--- src/design/ple_pkg.sv ---
package ple_pkg;

   // store size and derived widths
   localparam int CAPACITY = 64;
   localparam int DATA_W   = 32;
   localparam int ACT_W    = 3;
   localparam int POS_W    = 7;
   localparam int FOUND_W  = 7;
   localparam int ECNT_W   = 7;
   localparam int STS_W    = 2;
   localparam int CNT_W    = $clog2(CAPACITY + 1);
   localparam int WIDE_W   = (CNT_W > POS_W) ? CNT_W : POS_W;

   // two-level match encoder: groups of eight cells
   localparam int GRP_N     = 8;
   localparam int SUB_W     = 3;
   localparam int NGROUP    = (CAPACITY + GRP_N - 1) / GRP_N;
   localparam int GRP_W     = (NGROUP > 1) ? $clog2(NGROUP) : 1;
   localparam int LOC_W     = GRP_W + SUB_W;
   localparam int LOC_EXT_W = (LOC_W > FOUND_W) ? LOC_W : FOUND_W;

   // stream payload widths
   localparam int REQ_BITS = ACT_W + POS_W + DATA_W;
   localparam int REQ_W    = ((REQ_BITS + 7) / 8) * 8;
   localparam int RSP_BITS = FOUND_W + ECNT_W + STS_W;
   localparam int RSP_W    = ((RSP_BITS + 7) / 8) * 8;

   localparam logic [FOUND_W-1:0] FOUND_NONE = {FOUND_W{1'b1}};

   typedef enum logic [ACT_W-1:0] {
      ACT_ADD_FRONT = 3'd0,
      ACT_ADD_BACK  = 3'd1,
      ACT_ADD_AT    = 3'd2,
      ACT_REM_FRONT = 3'd3,
      ACT_REM_BACK  = 3'd4,
      ACT_REM_AT    = 3'd5,
      ACT_CLEAR     = 3'd6,
      ACT_FIND      = 3'd7
   } action_type;

   typedef enum logic [STS_W-1:0] {
      STS_DONE = 2'd0,
      STS_BAD  = 2'd1,
      STS_FULL = 2'd2
   } status_type;

   typedef enum logic [1:0] {
      ST_IDLE = 2'd0,
      ST_SCAN = 2'd1,
      ST_PICK = 2'd2
   } state_type;

   // broadcast to every cell of the chain
   typedef struct packed {
      logic              ins;
      logic              rem;
      logic [CNT_W-1:0]  pos;
      logic [CNT_W-1:0]  count;
      logic [DATA_W-1:0] value;
   } cell_ctl_type;

   typedef struct packed {
      status_type         status;
      logic [ECNT_W-1:0]  count;
      logic [FOUND_W-1:0] found;
   } result_type;

endpackage

--- src/design/ple_find.sv ---
module ple_find (
   input  logic                        clock,
   input  logic [ple_pkg::CAPACITY-1:0] match,
   output logic                        hit,
   output logic [ple_pkg::LOC_W-1:0]   loc
);
   import ple_pkg::*;

   logic [NGROUP*GRP_N-1:0] match_pad;
   logic [NGROUP-1:0]       grp_any_ff, grp_any_in;
   logic [SUB_W-1:0]        grp_first_ff [NGROUP];
   logic [SUB_W-1:0]        grp_first_in [NGROUP];

   assign match_pad = (NGROUP*GRP_N)'(match);

   // first stage: lowest match inside each group of eight
   always_comb begin
      for (int g = 0; g < NGROUP; g++) begin
         grp_any_in[g]   = |match_pad[g*GRP_N +: GRP_N];
         grp_first_in[g] = '0;
         for (int b = GRP_N - 1; b >= 0; b--) begin
            if (match_pad[g*GRP_N + b]) begin
               grp_first_in[g] = SUB_W'(b);
            end
         end
      end
   end

   always_ff @(posedge clock) begin
      grp_any_ff <= grp_any_in;
      for (int g = 0; g < NGROUP; g++) begin
         grp_first_ff[g] <= grp_first_in[g];
      end
   end

   // second stage: lowest group that holds a match
   always_comb begin
      logic [GRP_W-1:0] sel;
      sel = '0;
      for (int g = NGROUP - 1; g >= 0; g--) begin
         if (grp_any_ff[g]) begin
            sel = GRP_W'(g);
         end
      end
      hit = |grp_any_ff;
      loc = {sel, grp_first_ff[sel]};
   end

endmodule

--- config.mk ---
export PLATFORM = sky130hd
export DESIGN_NAME = ple_find
export DESIGN_NICKNAME = d
export VERILOG_FILES = /design/src/design/ple_pkg.sv /design/src/design/ple_find.sv
export SDC_FILE = /design/constraint.sdc
export NUM_CORES = 1
export LEC_CHECK = 0
export ABC_AREA = 1
export BUFFER_PORTS_ARGS = -buffer_cell sky130_fd_sc_hd__buf_2
export CAP_MARGIN = 20
export CORE_MARGIN = 5
export CORE_UTILIZATION = 48
export CTS_BUF_LIST = sky130_fd_sc_hd__clkbuf_4 sky130_fd_sc_hd__clkbuf_8 sky130_fd_sc_hd__clkbuf_16
export DETAILED_ROUTE_END_ITERATION = 10
export GPL_TIMING_DRIVEN = 0
export PLACE_DENSITY = 0.84
export SETUP_SLACK_MARGIN = 0.05
export SLEW_MARGIN = 20
export SYNTH_ARGS = -nofsm -noshare
export SYNTH_HDL_FRONTEND = slang
export SYNTH_SLANG_ARGS = --single-unit
--- constraint.sdc ---
create_clock -name clock -period 1.35 [get_ports clock]
set_input_delay 0.0675 -clock clock [delete_from_list [all_inputs] [get_ports clock]]
set_output_delay 0.0675 -clock clock [all_outputs]
set_load 0.01 [all_outputs]
==> results of run 1 <==
[cells in the mapped netlist]
cell type	n
o21ai_0	8
nand2_4	2
inv_1	57
nand3_1	25
clkbuf_1	1
nand2_2	7
a21oi_1	32
nor2_1	16
a31oi_4	1
inv_2	2
nor3_1	17
nor3_2	1
or2_2	16
nor4_1	8
nor2_2	1
nand2_1	35
or2_1	1
dfxtp_1	32
buf_6	2
[flip-flops by register name (all words and copies together) (netlist names)]
signal and count:
grp_any_ff 8, grp_first_ff 24
[power by group]
group / internal [mW] / switching (mW) / leakage [nW]
clock network: 0.453 / 0.311 / 0.0503
registers: 0.982 / 0.00978 / 0.262
logic: 0.192 / 0.169 / 1.06
total: 1.63 / 0.490 / 1.38
[worst min-delay path, stage by stage]
cell and delay (ns):
buf_2 0.10, nor3_1 0.06, nand2_1 0.05
[final timing paths]
path	from	slack, ns	end
hold / removal	match[4]	0.02	grp_any_ff[0]$_DFF_P_
setup / recovery	grp_any_ff[6]$_DFF_P_	-0.39	loc[2]
[final cells by class]
cell class / count / area [um2]
Buffer: 3 / 30.0
Clock buffer: 7 / 96.3
Fill cell: 252 / 927
Inverter: 59 / 224
Multi-Input combinational cell: 170 / 923
Sequential cell: 32 / 644
Tap cell: 48 / 60.1
Timing Repair Buffer: 104 / 701
[layer usage]
| layer | vias up | GRT usage (%) |
|---|---|---|
| li1 | 1059 | - |
| met1 | 906 | 19.2 |
| met2 | 81 | 33.4 |
| met3 | 10 | 5.18 |
| met4 | 0 | 6.38 |
| met5 | - | 0 |
[metrics by stage]
step	utilization, %	hold slack, ns	cell area (um2)	cells
6_report	74.3	0.0176	2680	423
5_1_grt	74.3	0.0256	2680	423
4_1_cts	70.9	0.0103	2560	418
3_5_place_dp	60.1	0.233	2170	383
3_3_place_gp	60.1	0.234	2170	383
2_1_floorplan	-	0.137	1750	264
[layout by cell type, fill, tap and decap left out, drive strengths merged]
cell | synthesis | routed
nor4 | 8 | 8
nor2 | 17 | 17
or2 | 17 | 17
clkbuf | 1 | 9
nand2 | 44 | 44
a31oi | 1 | 1
a21oi | 32 | 32
dfxtp | 32 | 32
buf | 2 | 81
inv | 59 | 59
nor3 | 18 | 18
o21ai | 8 | 8
dlygate4sd3 | 0 | 24
nand3 | 25 | 25
[kinds of logic (layout without fill, tap and decap cells)]
kind of cell,Yosys count,after routing,synth area share (%)
simple gates,129,129,36.6
compound gates,41,41,12.7
flops,32,32,36.6
buf+inv,62,173,14.2
[repair_timing]
item	CTS	global route
gates resized for setup	7	21
pin swaps	1	6
cloned	0	1
buffers inserted	4	4
hold buffers	24	0
endpoints found under the setup margin	7	7
hold endpoints to repair	16	0
==> results_dict.tcl, run 1 <==
set metrics [dict create \
    run_status "finished, violations left" \
    violations "negative setup slack" \
    cp_max_stage_cell "dfxtp_2" \
    yosysUniqueCellTypes 19 \
    critPathMaxStageDelay_ns 0.32 \
    cts_sinks 32 \
    cts-root-to-sink-buffers 2 \
    ioPinCount 72 \
    grt_max_degree 11 \
    worst-endpoint-required_ns 1.28 \
    maxClockFrequency_mhz 575 \
    yosysTopAreaCellShare_pct 36.6 \
    max_cap_violations 0 \
    synthTopCellsByArea "dfxtp_1, inv_1, a21oi_1" \
    post_synthesis_register_bit_count 32 \
    design.die.area_um2 4950 \
    worst_setup_hold_path_clk_slew_ns 0.06 \
    synth-seq-area-share_pct 36.6 \
    cts_root_buf "clkbuf_8" \
    setup_tns_ns -1.64 \
    wirelength_met1_mm 1.82 \
    final_period_minus_worst_setup_slack_ns 1.74 \
    fin_crit_sh_pct 129 \
    grt_setup_unrepaired "true" \
    critical_path_buf_inv_count 3 \
    path_max_fanout 5 \
    top_signal_layer_used "met4" \
    chipWidth_um 70.4 \
    min-delay-path-class "input pin to flop" \
    detailedRoute.firstPassIterationCount 4 \
    drt_iter0_drc 89 \
    crit_family "simple AND/OR/NAND/NOR gates" \
    grt_pass1_wl_mm 7.40 \
    postSynthNetCount 329 \
    powerDensity_nw_per_um2 790 \
    share_of_cells_above_drive_strength_1_pct 36.3 \
    num_antenna_cells 0 \
    wl_met3_um 369 \
    dr_wl_met2_mm 2.59 \
    tritoncts.num_buffers 5 \
    maxSlewViolCount 0 \
    nNetsFinal 440 \
    syn_area_um2 1750 \
    total_power_mw 2.12 \
    grt_overflow 0 \
    timing_worst_slew_pin_value_ns 0.420 \
    report.final.hold_viol_count 0 \
    cp_common_cell "nand2_1" \
    critical_path.endpoint_type "primary output" \
    antenna_found_initial 0 \
    syn_avg_cell_area_um2 6.63 \
    final-setup-viol-count 7 \
    maxSlewHeadroom_pct 72.0 \
    drt.antenna.violating_nets 0 \
    gpl.final_weighted_congestion 0.843 \
    die_height_um 70.4 \
    routed_via_density 4.86 \
    detail_route.drc_violations 0 \
    placement.setup.worst_slack_ns -0.0642 \
    placement_rows 22 \
    synthToLayoutAreaGrowth_pct 53.0 \
    grt_pass1_vias 1882 \
    critical_path_depth 15 \
    routed_wirelength_mm 4.86 \
    holdPathStages 3 \
    yosys_warnings 0 \
    vdd_ir_drop_max_mv 0.465 \
    numPortBuffers 71 \
    clock_tree_from_tritoncts "done" \
    ctsHtreeMaxLevel 2 \
    synthesis.instances 264 \
    worstPathArrival_ns 1.67 \
    initial_core_utilization_pct 48.5 \
    post-dp-hpwl_mm 3.16 \
    finalWorstSetupSlack_ns -0.391 \
    path_class "flop to primary output" \
    synth_top_cell_by_area "dfxtp_1" \
    core_area_um2 3610 \
    p_leak_nw 1.38 \
    crit_path_start_kind "flop" \
    path_cells "inv_2 -> nand2_1 -> nand2_1 -> nand2_1 -> nand2_1 -> nand2_2 -> nand2_4 -> nand2_4 -> clkbuf_16 -> nand2_2 -> nand3_1 -> nand2_1 -> nand2_1 -> nand2_1 -> buf_2" \
    detailroute.via_count 2056 \
    grt_util_all_layers_pct 18.0 \
    routed_wire_length_per_instance_um 11.5 \
]
Note: power is estimated with default switching activity, not from simulation.
==> run 2, diff against run 1 <==
--- a/config.mk
+++ b/config.mk
@@ -5,15 +5,14 @@
 export SDC_FILE = /design/constraint.sdc
 export NUM_CORES = 1
 export LEC_CHECK = 0
-export ABC_AREA = 1
 export BUFFER_PORTS_ARGS = -buffer_cell sky130_fd_sc_hd__buf_2
 export CAP_MARGIN = 20
 export CORE_MARGIN = 5
-export CORE_UTILIZATION = 48
+export CORE_UTILIZATION = 46
 export CTS_BUF_LIST = sky130_fd_sc_hd__clkbuf_4 sky130_fd_sc_hd__clkbuf_8 sky130_fd_sc_hd__clkbuf_16
 export DETAILED_ROUTE_END_ITERATION = 10
 export GPL_TIMING_DRIVEN = 0
-export PLACE_DENSITY = 0.84
+export PLACE_DENSITY = 0.83
 export SETUP_SLACK_MARGIN = 0.05
 export SLEW_MARGIN = 20
 export SYNTH_ARGS = -nofsm -noshare
==> run 2 against run 1 <==
  * The run still ends with negative setup slack left
  * Non-clock buffer count increased by 41
  * Combinational power up 36%
  * Clock power decreased by 32%
  * Critical endpoint is now loc[1]
  * Largest power group unchanged
==> results_dict.tcl, run 2 <==
set metrics [dict create \
    cp_max_stage_cell "dfxtp_4" \
    number_of_enable_type_register_cells_in_the_synthesized_netlist 0 \
    syn_avg_cell_area_um2 8.63 \
    final_cell_mix "dlygate4sd3_1, buf_2, dfxtp_1" \
    share_of_cells_above_drive_strength_1_pct 35.4 \
    path_cells "nor4_4 -> nor2b_2 -> buf_6 -> buf_12 -> mux2i_4 -> mux2i_1 -> mux2_4 -> buf_6" \
    p_leak_nw 1.35 \
    routed_via_density 5.38 \
    crit_path_start_kind "flop" \
    grt_overflow 0 \
    synthMostInstantiatedCell "dfxtp_1" \
    worst-endpoint-required_ns 1.28 \
    post_synthesis_register_bit_count 32 \
    routed_wirelength_mm 6.73 \
    maxClockFrequency_mhz 435 \
    finalWorstSetupSlack_ns -0.951 \
    cp_common_cell "buf_6" \
    max_ffs_per_register 24 \
    final-setup-viol-count 6 \
    cts-root-to-sink-buffers 2 \
    drt.antenna.violating_nets 0 \
    design.die.area_um2 4640 \
    min_to "grp_any_ff[4]$_DFF_P_" \
    min-delay-path-class "input pin to flop" \
    maxSlewViolCount 0 \
    numPortBuffers 71 \
    synthTopCellsByArea "dfxtp_1, mux2i_1, nor3_1" \
    grt_pass1_wl_mm 9.85 \
    holdPathStages 3 \
    detailedRoute.firstPassIterationCount 4 \
    cts_root_buf "clkbuf_4" \
    maxSlewHeadroom_pct 65.9 \
    detail_route.drc_violations 0 \
    total_power_mw 2.00 \
    gpl.final_weighted_congestion 0.800 \
    die_height_um 68.1 \
    synthesis.instances 180 \
    cts_sinks 32 \
    grt_setup_unrepaired "true" \
    grt_util_all_layers_pct 29.4 \
    path_class "flop to primary output" \
    asyncSetResetFlopFracSynth_pct 0 \
    core_area_um2 3310 \
    syn_area_um2 1550 \
    drt_iter0_drc 133 \
    placement.setup.worst_slack_ns -0.578 \
    tritoncts.num_buffers 5 \
    post-dp-hpwl_mm 3.00 \
    report.final.hold_viol_count 0 \
    synth-seq-area-share_pct 41.3 \
    critical_path.endpoint_type "primary output" \
    clock_tree_from_tritoncts "done" \
    ioPinCount 72 \
    num_antenna_cells 0 \
    detailroute.via_count 2040 \
    grt_max_degree 10 \
    critPathMaxStageDelay_ns 0.37 \
    vdd_ir_drop_max_mv 0.603 \
    placement_rows 21 \
    ctsHtreeMaxLevel 2 \
    yosys_warnings 0 \
    largest-register "grp_first_ff" \
    routed_wire_length_per_instance_um 17.8 \
    worstPathArrival_ns 2.23 \
    powerDensity_nw_per_um2 678 \
    nNetsFinal 398 \
    antenna_found_initial 0 \
    most_frequent_standard_cell_in_the_layout_excluding_fill_and_tap_cells "dlygate4sd3_1" \
    path_max_fanout 5 \
    chipWidth_um 68.1 \
    violations "negative setup slack" \
    synth_top_cell_by_area "dfxtp_1" \
    postSynthNetCount 245 \
    grt_pass1_vias 2112 \
    worst_hold_startpoint "match[37]" \
    fin_crit_sh_pct 170 \
    initial_core_utilization_pct 46.9 \
    final_period_minus_worst_setup_slack_ns 2.30 \
    synthToLayoutAreaGrowth_pct 90.2 \
    yosys-top-cells-count "dfxtp_1, nor3_1, mux2i_1" \
    timing_worst_slew_pin_value_ns 0.509 \
    yosysTopAreaCellShare_pct 41.3 \
    yosys_most_used_dff "dfxtp_1" \
    worst_setup_hold_path_clk_slew_ns 0.10 \
    run_status "finished, violations left" \
    max_cap_violations 0 \
    largest_registers "grp_first_ff: 24 flops, grp_any_ff: 8 flops" \
    yosysUniqueCellTypes 15 \
]
run 2: through the flow:
| stage | setup TNS, ns | util (%) | area, um2 | hold slack (ns) | cells |
|---|---|---|---|---|---|
| 2_1_floorplan | -0.829 | - | 1570 | 0.140 | 180 |
| 3_3_place_gp | -1.80 | 60.0 | 1990 | 0.260 | 297 |
| 3_5_place_dp | -1.91 | 60.0 | 1990 | 0.262 | 297 |
| 4_1_cts | -3.26 | 87.6 | 2900 | 0.00284 | 380 |
| 5_1_grt | -4.23 | 89.2 | 2950 | 0.0465 | 379 |
| 6_report | -3.67 | 89.2 | 2950 | 0.0472 | 379 |
run 2: metal layers:
metal | track usage, % | share of wire [%] | wire [um]
met2 | 56.1 | 54 | 3670
met4 | 17.6 | 3.7 | 249
met3 | 5.09 | 5.0 | 337
met1 | 29.0 | 37 | 2480
met5 | 0 | 0 | 0
run 2: repair_timing:
action / in CTS / in global routing
pin swaps: 5 / 11
endpoints found under the hold margin: 24 / 0
hold buffers: 68 / 0
cloned: 1 / 0
gates resized for setup: 23 / 16
setup endpoints to repair: 7 / 15
setup buffers: 7 / 4
run 2: final cells by class:
cell class,count,area (um2)
Timing Repair Buffer,146,1160
Multi-Input combinational cell,129,936
Sequential cell,32,654
Fill cell,144,357
Inverter,17,63.8
Tap cell,46,57.6
Clock buffer,6,45.0
Buffer,2,31.3
Clock inverter,1,5.00
run 2: worst max path at each step:
stage                          startpoint      to  slack, ns  cells after the start
finish              grp_any_ff[2]$_DFF_P_  loc[1]      -0.95                      8
global route        grp_any_ff[2]$_DFF_P_  loc[1]      -1.04                      8
CTS                 grp_any_ff[2]$_DFF_P_  loc[0]      -0.86                      8
detailed placement  grp_any_ff[2]$_DFF_P_  loc[0]      -0.58                      8
global placement    grp_any_ff[3]$_DFF_P_  loc[2]      -0.55                      8
floorplan           grp_any_ff[2]$_DFF_P_  loc[0]      -0.28                      7
run 2: critical path, delay by kind of cell, from the launching register on:
kind | cells | cell delay (ns)
mux | 3 | 0.68
simple gates | 2 | 0.45
flops | 1 | 0.37
buf+inv | 3 | 0.41
run 2: power by group:
part / total (mW) / internal (mW) / switching (mW)
sequential: 0.993 / 0.975 / 0.0173
clock: 0.518 / 0.212 / 0.306
combinational: 0.491 / 0.284 / 0.207
run 2: cells by family (layout without fill, tap and decap cells):
group | after synthesis | in the layout | share of synthesized area [%]
multiplexers | 21 | 21 | 13.8
buffers and inverters | 19 | 172 | 6.12
AO/OA/AOI/OAI | 27 | 27 | 11.6
flip-flops | 32 | 32 | 41.3
AND/OR/NAND/NOR | 81 | 81 | 27.2
