<file path="src/design/ple_pkg.sv">
package ple_pkg;

   // store size and derived widths
   localparam int CAPACITY = 64;
   localparam int DATA_W   = 32;
   localparam int ACT_W    = 3;
   localparam int POS_W    = 7;
   localparam int FOUND_W  = 7;
   localparam int ECNT_W   = 7;
   localparam int STS_W    = 2;
   localparam int CNT_W    = $clog2(CAPACITY + 1);
   localparam int WIDE_W   = (CNT_W > POS_W) ? CNT_W : POS_W;

   // two-level match encoder: groups of eight cells
   localparam int GRP_N     = 8;
   localparam int SUB_W     = 3;
   localparam int NGROUP    = (CAPACITY + GRP_N - 1) / GRP_N;
   localparam int GRP_W     = (NGROUP > 1) ? $clog2(NGROUP) : 1;
   localparam int LOC_W     = GRP_W + SUB_W;
   localparam int LOC_EXT_W = (LOC_W > FOUND_W) ? LOC_W : FOUND_W;

   // stream payload widths
   localparam int REQ_BITS = ACT_W + POS_W + DATA_W;
   localparam int REQ_W    = ((REQ_BITS + 7) / 8) * 8;
   localparam int RSP_BITS = FOUND_W + ECNT_W + STS_W;
   localparam int RSP_W    = ((RSP_BITS + 7) / 8) * 8;

   localparam logic [FOUND_W-1:0] FOUND_NONE = {FOUND_W{1'b1}};

   typedef enum logic [ACT_W-1:0] {
      ACT_ADD_FRONT = 3'd0,
      ACT_ADD_BACK  = 3'd1,
      ACT_ADD_AT    = 3'd2,
      ACT_REM_FRONT = 3'd3,
      ACT_REM_BACK  = 3'd4,
      ACT_REM_AT    = 3'd5,
      ACT_CLEAR     = 3'd6,
      ACT_FIND      = 3'd7
   } action_type;

   typedef enum logic [STS_W-1:0] {
      STS_DONE = 2'd0,
      STS_BAD  = 2'd1,
      STS_FULL = 2'd2
   } status_type;

   typedef enum logic [1:0] {
      ST_IDLE = 2'd0,
      ST_SCAN = 2'd1,
      ST_PICK = 2'd2
   } state_type;

   // broadcast to every cell of the chain
   typedef struct packed {
      logic              ins;
      logic              rem;
      logic [CNT_W-1:0]  pos;
      logic [CNT_W-1:0]  count;
      logic [DATA_W-1:0] value;
   } cell_ctl_type;

   typedef struct packed {
      status_type         status;
      logic [ECNT_W-1:0]  count;
      logic [FOUND_W-1:0] found;
   } result_type;

endpackage

</file>
<file path="src/design/ple_cell.sv">
module ple_cell (
   input  logic                      clock,
   input  logic [ple_pkg::CNT_W-1:0] idx,
   input  ple_pkg::cell_ctl_type     ctl,
   input  logic [ple_pkg::DATA_W-1:0] left_value,
   input  logic [ple_pkg::DATA_W-1:0] right_value,
   output logic [ple_pkg::DATA_W-1:0] entry_value,
   output logic                      match
);
   import ple_pkg::*;

   logic [DATA_W-1:0] entry_ff, entry_in;
   logic              match_ff, match_in;

   // shift up on insert, down on remove, load at the insert point
   always_comb begin
      entry_in = entry_ff;
      if (ctl.ins) begin
         if (idx > ctl.pos) begin
            entry_in = left_value;
         end else if (idx == ctl.pos) begin
            entry_in = ctl.value;
         end
      end else if (ctl.rem) begin
         if (idx >= ctl.pos) begin
            entry_in = right_value;
         end
      end
   end

   // key compare, only live entries count
   assign match_in = (entry_ff == ctl.value) && (idx < ctl.count);

   always_ff @(posedge clock) begin
      entry_ff <= entry_in;
      match_ff <= match_in;
   end

   assign entry_value = entry_ff;
   assign match       = match_ff;

endmodule

</file>
<file path="config.mk">
export PLATFORM = sky130hd
export DESIGN_NAME = ple_cell
export DESIGN_NICKNAME = d
export VERILOG_FILES = /design/src/design/ple_pkg.sv /design/src/design/ple_cell.sv
export SDC_FILE = /design/constraint.sdc
export NUM_CORES = 1
export LEC_CHECK = 0
export BUFFER_PORTS_ARGS = -buffer_cell sky130_fd_sc_hd__clkbuf_2
export CORE_ASPECT_RATIO = 0.7
export CORE_MARGIN = 8
export CORE_UTILIZATION = 35
export DETAILED_ROUTE_END_ITERATION = 8
export GPL_TIMING_DRIVEN = 0
export PLACE_DENSITY_LB_ADDON = 0.05
export RECOVER_POWER = 25
export SETUP_SLACK_MARGIN = 0.4
export SYNTH_ARGS = -nofsm -noshare
export SYNTH_HDL_FRONTEND = slang
export SYNTH_SLANG_ARGS = --single-unit
</file>
<file path="constraint.sdc">
create_clock -name clock -period 2.1 [get_ports clock]
set_input_delay 0.21 -clock clock [delete_from_list [all_inputs] [get_ports clock]]
set_output_delay 0.21 -clock clock [all_outputs]
set_load 0.01 [all_outputs]
</file>
==> run summary, run 1 <==
area after detailed placement = 0.00390 mm^2
count of hold-fix buffers inserted at cts = 0
final worst-path cycle share = 79.1%
number of global-route vias before repair = 3456
DRC violation count after routing = 0
initial core utilization = 35.4%
count of final hold-check violations = 0
vias per std cell = 5.37
routed wire length = 11900 um
detailed-route via count = 3300
number of CTS-inserted buffers = 5
Post-Synthesis Cells = 345
clock tree from TritonCTS = built
CTS Sinks = 33
reported max-cap violation count = 0
Rows = 28
flop and latch count out of synthesis = 33
Top-Level Pins = 153
area taken by multi-input logic gates = 0.00192 mm^2
post-route minimum period = 1.66 ns
sort of element at the end of the critical path = register
crit path kind = in2reg
Die Width = 126 um
critical path peak fanout = 7
area of the die = 0.0116 mm^2
final design area excluding fillers = 0.00417 mm^2
sequential cell area in the final layout = 981 um^2
fraction of final layout cells sized beyond drive strength 1 = 34.3%
Crit path arrival time = 1.78 ns
worst slack on hold paths = 0.282 ns
core occupancy in the finished layout = 50.2%
number of DRC markers after the initial detailed-route iteration = 181
overall power consumption = 2.67 mW
fin nets = 643
synth unique cells = 34
number of buffers on the longest clock path = 2
leakage component of the power = 1.78 nW
upper clock frequency limit = 602 MHz
grt met2 use = 30.6%
clock edge transition at the registers on the reported setup and hold paths = 0.05 ns
top cells by area, synth = sky130_fd_sc_hd__edfxtp_1, sky130_fd_sc_hd__o21a_1, sky130_fd_sc_hd__xor2_1, sky130_fd_sc_hd__a22oi_1, sky130_fd_sc_hd__a31oi_1
leading cell type in the layout, fill and taps excluded = sky130_fd_sc_hd__clkbuf_2
sequential element share of the synthesized area = 33.4%
count of final max-slew check failures = 0
initial antenna violation count = 0
port buffer count = 151
worst skew pair latency = 0.27 ns
mean instance size in the synthesized netlist = 8.52 um^2
total number of yosys warnings = 0
syn nets = 478
detailed placer's ending HPWL = 8900 um
critical path required time = 2.22 ns
class of the most critical hold timing path = in2reg
layer carrying the most global-route usage = met2
setup skew after layout = 0.00371 ns
number of filler instances in the final layout = 836
critical path startpoint category = input pin
Congestion Overflow GR = 0
combined global-route utilization of all metal layers = 19.5%
master cell of the clock root buffer = sky130_fd_sc_hd__clkbuf_16
maximum number of pins on one net before global-route repair = 17
cell accounting for the most synthesized area = sky130_fd_sc_hd__edfxtp_1
status = finished clean
met3 track demand over resource in global routing = 5.28%
global-route wire length before repair = 18100 um
Slew HR = 60.0%
slew at the pin closest to its max-slew limit = 0.600 ns
total of endpoints with negative setup slack in the final report = 0
RSZ-0062 raised after global routing = true
residual antenna-violating net count after detailed routing = 0
gp weighted congestion = 0.872
grt met1 use = 26.4%
leading cell types in the layout, fill and taps excluded = sky130_fd_sc_hd__clkbuf_2, sky130_fd_sc_hd__nand2_1
post-synthesis instance area = 0.00294 mm^2
Die H = 92.7 um
power per unit of standard cell area = 642 mW/mm^2
mean routed wirelength per cell = 19.3 um
Core ar. = 0.00830 mm^2
P&R area growth vs syn = 41.7%
H-tree depth = 2
antenna diode instance count = 0
peak supply drop = 330 uV
number of detailed-routing iterations run before antenna repair = 4
area share of the leading cell type in the synthesized netlist = 32.7%
[where the power goes]
group | switching [mW] | internal [mW] | total, mW
registers | 0.0756 | 0.859 | 0.934
logic | 0.605 | 0.437 | 1.04
clock network | 0.267 | 0.429 | 0.696
total | 0.948 | 1.72 | 2.67
[repair_timing]
| item | CTS | global route |
|---|---|---|
| endpoints found under the setup margin | 62 | 46 |
| gates cloned | 3 | 0 |
| pin swaps | 1 | 8 |
| gates resized for setup | 8 | 16 |
| buffers inserted | 1 | 3 |
[stage by stage]
step / worst slack (ns) / cells / setup TNS [ns]
after floorplan: 0.410 / 345 / 0
after global placement: -0.0404 / 601 / -1.23
after detailed placement: -0.0292 / 601 / -0.984
after CTS: 0.315 / 612 / 0
after global routing: 0.373 / 615 / 0
final: 0.438 / 615 / 0
[Yosys cell counts]
master / number
sky130_fd_sc_hd__nand3b_1: 1
sky130_fd_sc_hd__nor2_1: 33
sky130_fd_sc_hd__buf_1: 2
sky130_fd_sc_hd__nand4_1: 3
sky130_fd_sc_hd__nand2_1: 34
sky130_fd_sc_hd__dfxtp_1: 1
sky130_fd_sc_hd__nor3_1: 3
sky130_fd_sc_hd__o211ai_1: 1
sky130_fd_sc_hd__nand3_1: 2
sky130_fd_sc_hd__and3_1: 1
sky130_fd_sc_hd__inv_1: 13
sky130_fd_sc_hd__a21oi_2: 1
sky130_fd_sc_hd__nor2b_1: 1
sky130_fd_sc_hd__ha_1: 13
sky130_fd_sc_hd__o21a_1: 33
sky130_fd_sc_hd__a22oi_1: 32
sky130_fd_sc_hd__o21ai_0: 1
sky130_fd_sc_hd__a21o_1: 1
sky130_fd_sc_hd__o21ai_2: 1
sky130_fd_sc_hd__a21oi_4: 1
sky130_fd_sc_hd__buf_6: 4
sky130_fd_sc_hd__o22a_1: 1
sky130_fd_sc_hd__a31oi_1: 33
sky130_fd_sc_hd__nor4_1: 6
sky130_fd_sc_hd__nand2b_1: 1
sky130_fd_sc_hd__clkbuf_1: 9
sky130_fd_sc_hd__xor2_1: 28
sky130_fd_sc_hd__xnor2_1: 4
sky130_fd_sc_hd__a21oi_1: 4
sky130_fd_sc_hd__nand4_4: 1
sky130_fd_sc_hd__edfxtp_1: 32
sky130_fd_sc_hd__nor2b_2: 1
sky130_fd_sc_hd__o21ai_1: 32
sky130_fd_sc_hd__buf_2: 11
[cells by family after synthesis]
kind of cell	count (synthesis)	share of synthesized area (%)
AND/OR/NAND/NOR	87	13.2
XOR/XNOR	32	9.53
flip-flops	33	33.4
AO/OA/AOI/OAI	141	31.9
buffers and inverters	39	6.47
adder cells (fa/ha/maj)	13	5.53
[final cells by class]
type	instances	share of cell area [%]
Timing Repair Buffer	157	18.8
Clock inverter	1	0.0901
Buffer	26	4.09
Clock buffer	6	3.09
Inverter	13	1.17
Multi-Input combinational cell	274	46.0
Tap cell	105	3.15
Sequential cell	33	23.6
[registers in the layout (all words and copies together) (netlist names)]
| register | cells |
|---|---|
| entry_value | 32 |
| match | 1 |
[critical path, cell delays in order]
cell and delay, ns:
sky130_fd_sc_hd__clkbuf_2 0.09, sky130_fd_sc_hd__inv_1 0.04, sky130_fd_sc_hd__ha_1 0.29, sky130_fd_sc_hd__and3_1 0.16
sky130_fd_sc_hd__buf_6 0.14, sky130_fd_sc_hd__a21oi_4 0.13, sky130_fd_sc_hd__buf_12 0.14, sky130_fd_sc_hd__clkbuf_4 0.18
sky130_fd_sc_hd__a22oi_1 0.07, sky130_fd_sc_hd__o21a_1 0.17, sky130_fd_sc_hd__a31oi_1 0.15
[worst paths after layout]
check,start,to,slack (ns),depth (start not counted)
worst min-delay path,right_value[23],entry_value[23]$_DFFE_PP_,0.28,3
worst max-delay path,idx[0],entry_value[28]$_DFFE_PP_,0.44,11
worst max register to register,entry_value[21]$_DFFE_PP_,match$_DFF_P_,0.66,5
worst min register to register,entry_value[4]$_DFFE_PP_,match$_DFF_P_,0.77,5
[metal layers]
| layer | up-vias | routed length [um] |
|---|---|---|
| met4 | 0 | 25 |
| met5 | - | 0 |
| met1 | 1559 | 5690 |
| li1 | 1621 | - |
| met2 | 118 | 5390 |
| met3 | 2 | 759 |
(Power assumes the default switching activity.)
==> run 2: changes to the inputs <==
==> constraint.sdc (replaced) <==
create_clock -name clock -period 1.4 [get_ports clock]
set_input_delay 0.14 -clock clock [delete_from_list [all_inputs] [get_ports clock]]
set_output_delay 0.14 -clock clock [all_outputs]
set_load 0.01 [all_outputs]
==> run 2 against run 1 <==
  * The run now ends with setup timing left
  * Utilization up 6.2 points
  * Sequential power is 50% higher
  * Sequential cell count did not move
  * Clock skew shrank 0.0012 ns
  * Critical path depth unchanged
  * Routed wire length grew 3.3%
  * Die area unchanged
  * Final cell count up 1.8%
==> run summary, run 2 (same netlist as run 1, synthesis figures left out) <==
vias per std cell = 5.48 (+2.1%)
class of the most critical hold timing path = in2reg
detailed-route via count = 3430 (+3.9%)
routed wire length = 12300 um (+3.3%)
violated checks = setup timing
post-route minimum period = 1.52 ns
count of final max-slew check failures = 0 (unchanged)
fraction of final layout cells sized beyond drive strength 1 = 45.9% (+12 points)
initial antenna violation count = 0 (unchanged)
DRC violation count after routing = 0 (unchanged)
Congestion Overflow GR = 0 (unchanged)
power share of the combinational group = 41.2% (+2.2 points)
total of endpoints with negative setup slack in the final report = 48 (+48)
internal power = 2.99 mW (+73%)
residual antenna-violating net count after detailed routing = 0 (unchanged)
Top-Level Pins = 153 (unchanged)
upper clock frequency limit = 657 MHz
clock edge transition at the registers on the reported setup and hold paths = 0.06 ns (about the same)
sort of element at the end of the critical path = register
clock tree from TritonCTS = built
port buffer count = 151 (unchanged)
power per unit of standard cell area = 969 mW/mm^2 (+51%)
detailed placer's ending HPWL = 8960 um (+0.67%)
Switching Power = 1.54 mW (+63%)
setup ws final = -0.121 ns (-0.559 ns)
leakage component of the power = 1.96 nW (+10%)
H-tree depth = 2 (unchanged)
combined global-route utilization of all metal layers = 20.1% (+0.63 points)
antenna diode instance count = 0 (unchanged)
final design area excluding fillers = 0.00468 mm^2 (+12%)
P&R area growth vs syn = 59.1%
reported max-cap violation count = 0 (unchanged)
number of DRC markers after the initial detailed-route iteration = 336 (+86%)
critical path peak fanout = 6 (-1)
Core ar. = 0.00830 mm^2 (unchanged)
critical path startpoint category = input pin
Crit path arrival time = 1.64 ns (-0.14 ns)
critical path required time = 1.52 ns (-0.70 ns)
Die H = 92.7 um (unchanged)
Slew HR = 60.8% (+0.73 points)
peak supply drop = 448 uV (+36%)
cells on worst reg2reg path = 5 (unchanged)
slew at the pin closest to its max-slew limit = 0.589 ns (-0.0110 ns)
leading cell type in the layout, fill and taps excluded = sky130_fd_sc_hd__clkbuf_2
global-route wire length before repair = 18700 um (+3.2%)
setup skew after layout = 0.00255 ns (-0.00116 ns)
initial core utilization = 35.4% (unchanged)
area of the die = 0.0116 mm^2 (unchanged)
Rows = 28 (unchanged)
fin nets = 653 (+1.6%)
CTS Sinks = 33 (unchanged)
count of hold-fix buffers inserted at cts = 0 (unchanged)
area after detailed placement = 0.00404 mm^2 (+3.7%)
mean routed wirelength per cell = 19.6 um (+1.5%)
maximum number of pins on one net before global-route repair = 13 (-4)
sw frac = 34.0% (-1.4 points)
number of buffers on the longest clock path = 2 (unchanged)
master cell of the clock root buffer = sky130_fd_sc_hd__clkbuf_16
number of cells on the worst hold path = 3 (unchanged)
leading cell types in the layout, fill and taps excluded = sky130_fd_sc_hd__clkbuf_2, sky130_fd_sc_hd__nand2_1
fraction of power consumed by sequential logic = 30.9% (-4.1 points)
worst skew pair latency = 0.28 ns (about the same)
status = finished with violations
crit path kind = in2reg
share of total power in the clock network = 27.9% (+1.9 points)
final worst-path cycle share = 109%
number of detailed-routing iterations run before antenna repair = 5 (+1)
flip-flop count of the largest register, all copies and words added = 32 (unchanged)
worst slack on hold paths = 0.204 ns (-0.0777 ns)
RSZ-0062 raised after global routing = true
number of global-route vias before repair = 3633 (+5.1%)
gp weighted congestion = 0.801 (-8.1%)
Post-Place Worst Slack = -0.618 ns (-0.589 ns)
count of final hold-check violations = 0 (unchanged)
Die Width = 126 um (unchanged)
number of CTS-inserted buffers = 5 (unchanged)
## run 2: cell count changes in the layout (fill, tap and decap cells not counted), moves of 9 or more
cell | before | now
sky130_fd_sc_hd__a22oi_1 | 30 | 11
sky130_fd_sc_hd__a22oi_2 | 2 | 21
sky130_fd_sc_hd__clkbuf_1 | 31 | 15
sky130_fd_sc_hd__buf_6 | 3 | 17
sky130_fd_sc_hd__clkbuf_2 | 128 | 118
sky130_fd_sc_hd__buf_4 | 4 | 13
## run 2: metrics by stage
step | TNS [ns] | power, mW | util [%] | cells
3_5_place_dp | -36.02 | 2.95 | 48.7 | 601
2_1_floorplan | -7.86 | 2.28 | - | 345
6_report | -2.88 | 4.53 | 56.4 | 626
5_1_grt | -5.71 | 4.74 | 56.4 | 626
3_3_place_gp | -35.98 | 2.92 | 48.7 | 601
4_1_cts | -4.40 | 4.42 | 54.2 | 623
## run 2: timing repair
action	4_1_cts	5_1_grt
gates cloned	4	0
resized for setup	35	63
pin swaps	14	29
buffers inserted	10	3
endpoints found under the setup margin	68	85
hold endpoints to repair	0	0
## run 2: power by group through the flow
stage	clock, mW	sequential, mW	combinational, mW
after floorplan	0	1.47	0.808
after global placement	0	1.41	1.51
after detailed placement	0	1.41	1.53
after CTS	1.28	1.40	1.74
after global routing	1.31	1.42	2.01
final	1.26	1.40	1.87
## run 2: per-layer routing
layer | wire, um | track usage [%] | vias up
met3 | 1020 | 4.76 | 12
met1 | 5630 | 27.3 | 1590
li1 | - | - | 1642
met4 | 155 | 6.05 | 0
met2 | 5450 | 31.1 | 186
met5 | 0 | 0 | -
## run 2: layout make-up
type / instances / area (um^2)
clock inverter: 2 / 33.8
clock buffer: 6 / 129
timing repair buffer: 166 / 983
buffer: 26 / 239
inverter: 13 / 81.3
multi-input combinational: 275 / 2100
sequential: 33 / 981
tap: 105 / 131
fill: 780 / 3620
## run 2: critical path, stage by stage
cell	delay (ns)
sky130_fd_sc_hd__buf_6	0.10
sky130_fd_sc_hd__inv_4	0.05
sky130_fd_sc_hd__ha_4	0.20
sky130_fd_sc_hd__and3_4	0.17
sky130_fd_sc_hd__buf_6	0.12
sky130_fd_sc_hd__a21oi_4	0.13
sky130_fd_sc_hd__buf_12	0.15
sky130_fd_sc_hd__buf_4	0.16
sky130_fd_sc_hd__a22oi_1	0.07
sky130_fd_sc_hd__o21a_1	0.17
sky130_fd_sc_hd__a31oi_1	0.18
## run 2: path summary, 6_finish.rpt
check                            startpoint                   endpoint  slack, ns
setup reg to reg  entry_value[16]$_DFFE_PP_              match$_DFF_P_       0.04
hold / removal               right_value[5]   entry_value[5]$_DFFE_PP_       0.20
hold reg to reg    entry_value[6]$_DFFE_PP_              match$_DFF_P_       0.78
setup / recovery                    ctl[40]  entry_value[25]$_DFFE_PP_      -0.12
==> run 3: changes to the inputs <==
--- a/config.mk
+++ b/config.mk
@@ -5,6 +5,7 @@
 export SDC_FILE = /design/constraint.sdc
 export NUM_CORES = 1
 export LEC_CHECK = 0
+export ABC_AREA = 1
 export BUFFER_PORTS_ARGS = -buffer_cell sky130_fd_sc_hd__clkbuf_2
 export CORE_ASPECT_RATIO = 0.7
 export CORE_MARGIN = 8
==> run 3 against run 2 <==
  * The run still ends with setup timing left
  * Die area decreased by 3.0%
  * Global-route usage decreased by 2.4 points
  * Clock power decreased by 16%
  * Via count decreased by 4.9%
  * Critical path depth increased by 1
  * Worst setup slack improved by 0.064 ns
  * Sequential power about the same
  * Final cell count increased by 14%
  * Routed wire length decreased by 11%
  * Worst hold slack got worse by 0.076 ns
  * Count of clock-buffer cells in the layout decreased by 1
  * Power decreased by 6.3%
  * Critical path type unchanged
==> run summary, run 3 <==
setup ws final = -0.0577 ns (+0.0636 ns)
prevailing post-synth register cell = sky130_fd_sc_hd__edfxtp_1
number of buffers on the longest clock path = 2 (unchanged)
Die Width = 124 um (-1.5%)
port buffer count = 151 (unchanged)
total of endpoints with negative setup slack in the final report = 57 (+19%)
clock tree from TritonCTS = built
share of the synthesized netlist area taken by xor and xnor gates = 3.70% (-5.8 points)
leading cell types in the layout, fill and taps excluded = sky130_fd_sc_hd__nand2_1, sky130_fd_sc_hd__clkbuf_2, sky130_fd_sc_hd__inv_1
final worst-path cycle share = 104% (-4.5 points)
initial core utilization = 36.1% (+0.64 points)
fin nets = 746 (+14%)
fraction of final layout cells sized beyond drive strength 1 = 43.6% (-2.2 points)
power per unit of standard cell area = 879 mW/mm^2 (-9.2%)
flop and latch count out of synthesis = 33 (unchanged)
share of the synthesized area in compound gates (AO/OA/AOI/OAI) = 3.13% (-29 points)
slew at the pin closest to its max-slew limit = 0.582 ns (-0.00662 ns)
routed wire length = 10900 um (-11%)
initial antenna violation count = 0 (unchanged)
leakage component of the power = 2.66 nW (+36%)
CTS Sinks = 33 (unchanged)
grt met1 use = 24.1% (-3.2 points)
count of final max-slew check failures = 0 (unchanged)
global-route wire length before repair = 15900 um (-15%)
number of detailed-routing iterations run before antenna repair = 4 (-1)
gp weighted congestion = 0.776 (-3.2%)
Die H = 91.3 um (-1.5%)
number of global-route vias before repair = 3219 (-11%)
post-route minimum period = 1.46 ns (-0.0636 ns)
Slew HR = 61.2% (+0.44 points)
Core ar. = 0.00787 mm^2 (-5.2%)
reported max-cap violation count = 0 (unchanged)
status = finished with violations
DRC violation count after routing = 0 (unchanged)
Congestion Overflow GR = 0 (unchanged)
final design area excluding fillers = 0.00483 mm^2 (+3.2%)
number of placed cells counting well taps = 686 (+14%)
class of the most critical hold timing path = in2reg
share of synthesized registers carrying an async set or reset = 0% (unchanged)
maximum number of pins on one net before global-route repair = 17 (+4)
number of flops mapped to enable cells by yosys = 32 (unchanged)
worst skew pair latency = 0.28 ns (about the same)
cell accounting for the most synthesized area = sky130_fd_sc_hd__edfxtp_1
P&R area growth vs syn = 70.2%
area share of the leading cell type in the synthesized netlist = 33.9% (+1.2 points)
fraction of the mapped netlist area in simple logic gates = 37.5% (+24 points)
number of buffer and inverter instances along the worst setup path = 4 (-1)
area taken by multi-input logic gates = 0.00191 mm^2 (-9.2%)
mean instance size in the synthesized netlist = 6.54 um^2 (-23%)
H-tree depth = 2 (unchanged)
count of final hold-check violations = 0 (unchanged)
critical path startpoint category = input pin
antenna diode instance count = 0 (unchanged)
CP max-delay cell = sky130_fd_sc_hd__ha_4
critical path required time = 1.43 ns (-0.09 ns)
Top-Level Pins = 153 (unchanged)
residual antenna-violating net count after detailed routing = 0 (unchanged)
sort of element at the end of the critical path = register
Post-Synthesis Cells = 434 (+26%)
number of DRC markers after the initial detailed-route iteration = 207 (-38%)
RSZ-0062 raised after global routing = true
upper clock frequency limit = 686 MHz (+4.4%)
combined global-route utilization of all metal layers = 17.7% (-2.4 points)
area of the die = 0.0113 mm^2 (-3.0%)
flip-flop count of the largest register, all copies and words added = 32 (unchanged)
slowest stage delay, CP = 0.25 ns (+0.05 ns)
setup skew after layout = 0.00483 ns (+0.00228 ns)
core occupancy in the finished layout = 61.4% (+5.0 points)
mux cell area share after synthesis = 0% (unchanged)
crit-path most repeated cell = sky130_fd_sc_hd__clkbuf_16
number of CTS-inserted buffers = 5 (unchanged)
top cells by count, synth = sky130_fd_sc_hd__nand2_1, sky130_fd_sc_hd__inv_1, sky130_fd_sc_hd__nand3_1
master cell of the clock root buffer = sky130_fd_sc_hd__clkbuf_16
largest family of logic cells by synthesized area = simple AND/OR/NAND/NOR gates
number of filler instances in the final layout = 733 (-6.0%)
total number of yosys warnings = 0 (unchanged)
syn nets = 567 (+19%)
count of placed standard cells in the final layout, fillers left out = 715 (+14%)
sequential cell area in the final layout = 981 um^2 (unchanged)
Cell Chain, Critical Path = clkbuf_16, inv_12, ha_4, nand2_4, nor2_4, nand4_4, buf_12, nand2_8, clkbuf_16, nand2_2, nand3_2, nand2_1
critical path peak fanout = 8 (+2)
overall power consumption = 4.25 mW (-6.3%)
violated checks = setup timing
detailed placer's ending HPWL = 8220 um (-8.3%)
peak supply drop = 486 uV (+8.5%)
vias per std cell = 4.56 (-17%)
leading cell type in the layout, fill and taps excluded = sky130_fd_sc_hd__nand2_1
leading cell type by number of instances after synthesis = sky130_fd_sc_hd__nand2_1
critical path's top delay family = simple AND/OR/NAND/NOR gates
mean routed wirelength per cell = 15.2 um (-22%)
crit path kind = in2reg
synth unique cells = 20 (-41%)
grt met2 use = 27.4% (-3.7 points)
Crit path arrival time = 1.49 ns (-0.15 ns)
Rows = 27 (-3.6%)
share of synthesized cell area in full adder, half adder and majority cells = 5.73% (+0.20 points)
top cells by area, synth = sky130_fd_sc_hd__edfxtp_1, sky130_fd_sc_hd__nand2_1, sky130_fd_sc_hd__nand3_1, sky130_fd_sc_hd__inv_1, sky130_fd_sc_hd__ha_1
post-synthesis instance area = 0.00284 mm^2 (-3.5%)
layer carrying the most global-route usage = met2
count of hold-fix buffers inserted at cts = 0 (unchanged)
met3 track demand over resource in global routing = 5.50% (+0.74 points)
detailed-route via count = 3261 (-4.9%)
area after detailed placement = 0.00387 mm^2 (-4.3%)
clock edge transition at the registers on the reported setup and hold paths = 0.05 ns (about the same)
sequential element share of the synthesized area = 34.6% (+1.2 points)
-- run 3: cell count changes after synthesis, moves of 27 or more --
cell	previous run	this run
sky130_fd_sc_hd__nand2_1	34	152
sky130_fd_sc_hd__xor2_1	28	1
sky130_fd_sc_hd__o21ai_1	32	0
sky130_fd_sc_hd__a31oi_1	33	0
sky130_fd_sc_hd__o21a_1	33	0
sky130_fd_sc_hd__nand3_1	2	72
sky130_fd_sc_hd__inv_1	13	95
sky130_fd_sc_hd__a22oi_1	32	0
-- run 3: path summary, 6_finish.rpt --
check,startpoint,to,slack [ns],cells past startpoint
worst max-delay path,ctl[44],entry_value[6]$_DFFE_PP_,-0.06,12
worst min-delay path,right_value[10],entry_value[10]$_DFFE_PP_,0.13,3
worst max register to register,entry_value[13]$_DFFE_PP_,match$_DFF_P_,0.17,7
worst min register to register,entry_value[30]$_DFFE_PP_,match$_DFF_P_,0.69,5
-- run 3: kinds of logic after synthesis --
family,count (synthesis)
AO/OA/AOI/OAI,17
adder cells (fa/ha/maj),13
AND/OR/NAND/NOR,248
flip-flops,33
buffers and inverters,111
XOR/XNOR,12
-- run 3: routing by layer --
layer  vias up  routed length (um)  part of all wire, %
met4         0                  52                 0.48
met2       101                4810                   44
met3         7                 922                  8.5
li1       1701                   -                    -
met1      1452                5100                   47
met5         -                   0                    0
-- run 3: per-stage QoR --
stage          worst slack [ns]  TNS [ns]  hold WS, ns
2_1_floorplan            -0.345    -11.61        0.326
3_3_place_gp             -0.984    -44.14        0.411
3_5_place_dp             -0.970    -44.19        0.415
4_1_cts                 -0.0286    -0.608        0.132
5_1_grt                  -0.104     -4.77        0.137
6_report                -0.0577     -1.88        0.128
-- run 3: final cells by class --
class                           instances  area share [%]
Inverter                               95            7.88
Buffer                                 16            2.69
Timing Repair Buffer                  171            24.0
Clock inverter                          3           0.259
Multi-Input combinational cell        290            39.5
Tap cell                              101            2.62
Clock buffer                            5            2.59
Sequential cell                        33            20.3
Timing Repair inverter                  1           0.155
-- run 3: worst register-to-register path, cell delays in order (launching register included) --
cell	delay (ns)
sky130_fd_sc_hd__edfxtp_1	0.43
sky130_fd_sc_hd__nand2_1	0.10
sky130_fd_sc_hd__nand2_1	0.06
sky130_fd_sc_hd__nor2_2	0.17
sky130_fd_sc_hd__nand3_2	0.10
sky130_fd_sc_hd__nor2_2	0.13
sky130_fd_sc_hd__nand3_2	0.09
sky130_fd_sc_hd__nor2_2	0.10
-- run 3: repair_timing --
action | in CTS | in global routing
pin swaps | 5 | 26
hold endpoints to repair | 0 | 0
setup buffers | 10 | 7
gates resized for setup | 32 | 138
cloned | 1 | 3
setup endpoints to repair | 69 | 86
-- run 3: power breakdown --
| group | switching (mW) | internal [mW] | total, mW |
|---|---|---|---|
| logic | 0.933 | 0.853 | 1.79 |
| registers | 0.117 | 1.29 | 1.41 |
| clock network | 0.413 | 0.643 | 1.06 |
| total | 1.46 | 2.78 | 4.25 |
